[config.mk]
export PLATFORM = sky130hd
export DESIGN_NAME = tlbpt_cell
export DESIGN_NICKNAME = d
export VERILOG_FILES = /design/src/rtl/tlbpt_pkg.sv /design/src/rtl/tlbpt_cell.sv
export SDC_FILE = /design/constraint.sdc
export NUM_CORES = 1
export LEC_CHECK = 0
export BUFFER_PORTS_ARGS = -buffer_cell sky130_fd_sc_hd__buf_2
export CAP_MARGIN = 0
export CELL_PAD_IN_SITES_DETAIL_PLACEMENT = 1
export CELL_PAD_IN_SITES_GLOBAL_PLACEMENT = 1
export CORE_ASPECT_RATIO = 1.75
export CORE_UTILIZATION = 30
export CTS_BUF_LIST = sky130_fd_sc_hd__clkbuf_16
export CTS_CLUSTER_DIAMETER = 100
export DETAILED_ROUTE_END_ITERATION = 8
export PLACE_DENSITY = 0.89
export SLEW_MARGIN = 40
export SYNTH_ARGS = -nofsm -noshare
export SYNTH_HDL_FRONTEND = slang
export SYNTH_SLANG_ARGS = --single-unit
[constraint.sdc]
create_clock -name clk -period 2.1 [get_ports clk]
set_input_delay 0.63 -clock clk [delete_from_list [all_inputs] [get_ports clk]]
set_output_delay 0.63 -clock clk [all_outputs]
set_load 0.02 [all_outputs]
[src/rtl/tlbpt_pkg.sv]
// Shared widths, limits and default sizes for the page translation block.
package tlbpt_pkg;

	localparam int ADDR_W = 20;
	localparam int CNT_W = 32;
	localparam int FAULT_W = 11;
	localparam logic [FAULT_W-1:0] FAULT_MAX = '1;

	localparam int DEF_TLB_ENTRIES = 16;
	localparam int DEF_PAGE_COUNT = 1024;
	localparam int DEF_OFFSET_WIDTH = 10;
	localparam int DEF_PAGE_W = $clog2(DEF_PAGE_COUNT);

endpackage

[src/rtl/tlbpt_cell.sv]
// One TLB entry: holds a page/frame pair, matches the query, shifts toward older slots.
module tlbpt_cell #(
	parameter int TAG_W = tlbpt_pkg::DEF_PAGE_W,
	parameter int FRAME_W = tlbpt_pkg::DEF_PAGE_W
) (
	input  logic               clk,
	input  logic               arst_n,
	input  logic               shift_en,
	input  logic               prev_valid,
	input  logic [TAG_W-1:0]   prev_page,
	input  logic [FRAME_W-1:0] prev_frame,
	input  logic [TAG_W-1:0]   query_page,
	output logic               valid,
	output logic [TAG_W-1:0]   page,
	output logic [FRAME_W-1:0] frame,
	output logic               match,
	output logic [FRAME_W-1:0] match_frame
);

	logic               valid_q;
	logic [TAG_W-1:0]   page_q;
	logic [FRAME_W-1:0] frame_q;

	always_ff @(posedge clk or negedge arst_n) begin
		if (!arst_n) begin
			valid_q <= 1'b0;
		end else if (shift_en) begin
			valid_q <= prev_valid;
		end
	end

	always_ff @(posedge clk) begin
		if (shift_en) begin
			page_q <= prev_page;
			frame_q <= prev_frame;
		end
	end

	assign valid = valid_q;
	assign page = page_q;
	assign frame = frame_q;
	assign match = valid_q && (page_q == query_page);
	// zero when not matching so the row can be OR-reduced
	assign match_frame = match ? frame_q : '0;

endmodule

# After elaboration in Yosys (flattened, before gate mapping)
# Index checks and enable logic that the tools add are counted.
# classes
eq_ne	1
muxes	1
reduce_logical	1
# ops
op	n
10-bit == test	1
10-bit two-way mux	1
1-bit logical AND	1
# word_totals
register_bits	21
in_bits	34
out_inout_bits	32
wordCells	6

# Depth between registers and ports, before layout
# logic_depth
ltp_word	3
mapped_depth	4
mapped_depth_nobuf	3

# Worst setup path after synthesis
# No wires, ideal clock.
# synth_path
path_type	input to output
startpoint	input port query_page[1]
endpoint	output port match_frame[9]
arrival_time_ps	1686
path_slack_ps	-216
cell_stages	4
path_buffers	1
path_cell_list	xnor2_1 > buf_4 > nand3_1 > nor4_1
# synth_between
elab_chain_cells	3
# synth_lines
element	line	rtl
from (decl)	tlbpt_cell.sv:12	input logic [TAG_W-1:0] query_page,
10-bit == test	tlbpt_cell.sv:42	assign match = valid_q && (page_q == query_page);
1-bit logical AND	tlbpt_cell.sv:42	
10-bit two-way mux	tlbpt_cell.sv:44	assign match_frame = match ? frame_q : '0;
to (decl)	tlbpt_cell.sv:17	output logic [FRAME_W-1:0] match_frame
# Every way passes these cells.

# Final worst setup path
# layout_path
startpoint	input port query_page[3]
endpoint	output port match_frame[0]
# The elaborated chain is that of the path after synthesis.

==> impl_metrics.yaml <==
outcome:
  violations: "setup timing"
  outcome: "complete, but fails checks"
clocking:
  cts_buffer_depth: 2
  cts_tree: "built"
  insertion_delay_ns: 0.26
  clk_pin_slew_ns: 0.06
  htree_levels: 1
  numCtsBuffers: 3
  cts_root_buffer: "clkbuf_16"
  cts_sinks: 21
worst_setup_path:
  path_delay_family: "buffers and inverters"
  cp.required_ns: 1.47
  reg2reg_depth: 1
  arrival_ns: 1.68
  slowest_delay_ns: 0.26
  startpoint_type: "input port"
  endpoint_kind: "output port"
  path_buf_inv: 3
  crit_type: "input port to output port"
  cp_max_fo: 5
  cp.depth: 6
  path_cells: "buf_6 > xnor2_2 > nand3_2 > clkbuf_16 > nor4_4 > buf_4"
  worst_path_max_delay_cell: "nor4_4"
routing:
  vias: 841
  wl_um: 2847
  post-route-drc-count: 0
  drt-initial-drc-count: 12
  wire_per_inst_um: 15.82
  post_drt_via_cell_ratio: 4.672
  dr.pass1.iters: 4
  drtAntennaViolNets: 0
final_layout:
  fin_util: 0.5415
  antennaDiodeCount: 0
  fin_cells: 180
  drive_above_1_share: 0.6934
  final_area_um2: 1683
  fin_nets: 172
  fillers: 346
  area_growth_pct: 73.55
pwr:
  p_per_area_nw_per_um2: 714.0
  power_leakage_nw: 0.7588
  p_switching_mw: 0.3330
  ir_worst_vdd_mv: 0.8343
  power_mw: 1.201
  p_sw_frac: 0.2771
  p_seq_frac: 0.433
  combPwrFrac: 0.231
  intPower_mw: 0.8685
  p_clk_frac: 0.335
synthesis:
  synth.yosys.seq_area_share: 0.6452
  syn_avg_cell_area_um2: 15.39
  yosysUniqueCellTypes: 13
  synth.cell_area_um2: 969.7
  synth_warnings: 0
  syn_nets: 97
  syn_inst: 63
  synth_seq_cells: 21
global_route:
  grt_max_degree: 18
  antenna_found_initial: 0
  grt_pass1_wl_um: 4374
  grt_pass1_vias: 913
  grt-ovfl-total: 0
  gr-usage-all-layers: 0.1795
placed_design:
  hpwlAfterDp_um: 2176
  place_area_um2: 1373
  gp_routability_congestion: 0.7440
  dp_cells: 172
  io_buffers: 65
  dp_slack_ns: -0.2570
timing:
  worst_slack_ns: -0.2150
  timing.slew.headroom: 0.7424
  period_minus_slack_ns: 2.315
  hold_violations: 0
  period_share: 1.102
  rsz0062_at_grt: "true"
  fin_skew_ns: 0
  fmax_mhz: 432.0
  setup_viol_count_final: 11
  worst_slew_pin_slew_ns: 0.3864
  slew_violations: 0
die:
  core_um2: 3108
  placementRows: 27
  dieArea_um2: 3473
  die_h_um: 77.21
  start_util: 0.3120
  pin_count: 66
  die_x_um: 44.98
worst_hold_path:
  hold_path_class: "input port to asynchronous set/reset pin"
flow_run:
  max_cap_viol_count: 0
-- layout make-up --
type	instances	area (um2)	share of cell area
Timing Repair Buffer	75	494.2	0.2937
Sequential cell	21	625.6	0.3717
Clock buffer	3	75.07	0.04461
Tap cell	43	53.80	0.03197
Multi-Input combinational cell	37	430.4	0.2558
Clock inverter	1	3.754	0.002230
-- worst paths after layout --
path                               start             end  slack (ns)
hold reg to reg                    valid           valid        0.57
max in group asynchronous         arst_n           valid        1.88
min in group clk            prev_page[4]         page[4]        0.54
hold / removal                    arst_n           valid        0.13
setup reg to reg                   valid           valid        1.32
setup / recovery           query_page[3]  match_frame[0]       -0.21
-- cells by family after synthesis --
family	synth area share
XOR/XNOR	0.08129
buffers and inverters	0.04129
flip-flops	0.6452
multiplexers	0.01161
AND/OR/NAND/NOR	0.2207
-- sequential cells by signal (all words and copies together), names as in the netlist --
signal  flops
page       10
frame      10
valid       1
-- cell usage after synthesis (all sizes together) --
library cell / number / area share
edfxtp: 20 / 0.62
nand3: 12 / 0.062
nor4: 11 / 0.14
xnor2: 9 / 0.081
buf: 5 / 0.041
nand2b: 2 / 0.013
dfrtp: 1 / 0.026
mux2: 1 / 0.012
nand2: 1 / 0.0039
nand4: 1 / 0.0065
-- repair_timing --
item	4_1_cts	5_1_grt
setup endpoints to repair	11	11
cloned	1	1
endpoints found under the hold margin	0	0
pin swaps	13	1
hold buffers	0	0
resized for setup	23	12
buffers inserted	1	1
-- cell usage in the layout (no fill, tap or decap) --
cell and n:
clkbuf_16 4, inv_1 1, nor4_2 1, dfrtp_1 1, xnor2_1 6, buf_2 54
xnor2_2 3, nand2_1 1, mux2_2 1, nand3_2 2, nor4_4 10, nand3_1 10
buf_4 14, nand4_1 1, nand2b_1 2, edfxtp_1 20, buf_12 3, buf_6 3
-- stage by stage --
| stage | hold slack (ns) | setup TNS (ns) |
|---|---|---|
| 5_1_grt | 0.1276 | -2.858 |
| 2_1_floorplan | 0.3344 | -1.167 |
| 3_5_place_dp | 0.4092 | -2.456 |
| 6_report | 0.1348 | -2.184 |
| 4_1_cts | 0.1293 | -2.072 |
| 3_3_place_gp | 0.4051 | -1.930 |
-- metal layers --
layer / up-vias / part of all wire / track usage / wire length (um)
met4: 0 / 0.013 / 0.09697 / 38
met3: 2 / 0.060 / 0.05412 / 171
met2: 43 / 0.60 / 0.3174 / 1697
met1: 405 / 0.33 / 0.1720 / 939
met5: - / 0 / 0 / 0
li1: 391 / - / - / -
-- power by group through the flow --
stage,Combinational [mW],Clock [mW],Sequential (mW)
final,0.278,0.403,0.521
after global routing,0.294,0.425,0.525
after CTS,0.247,0.416,0.520
after detailed placement,0.213,0,0.527
after global placement,0.204,0,0.524
after floorplan,0.0794,0,0.566
(Power assumes the default switching activity.)
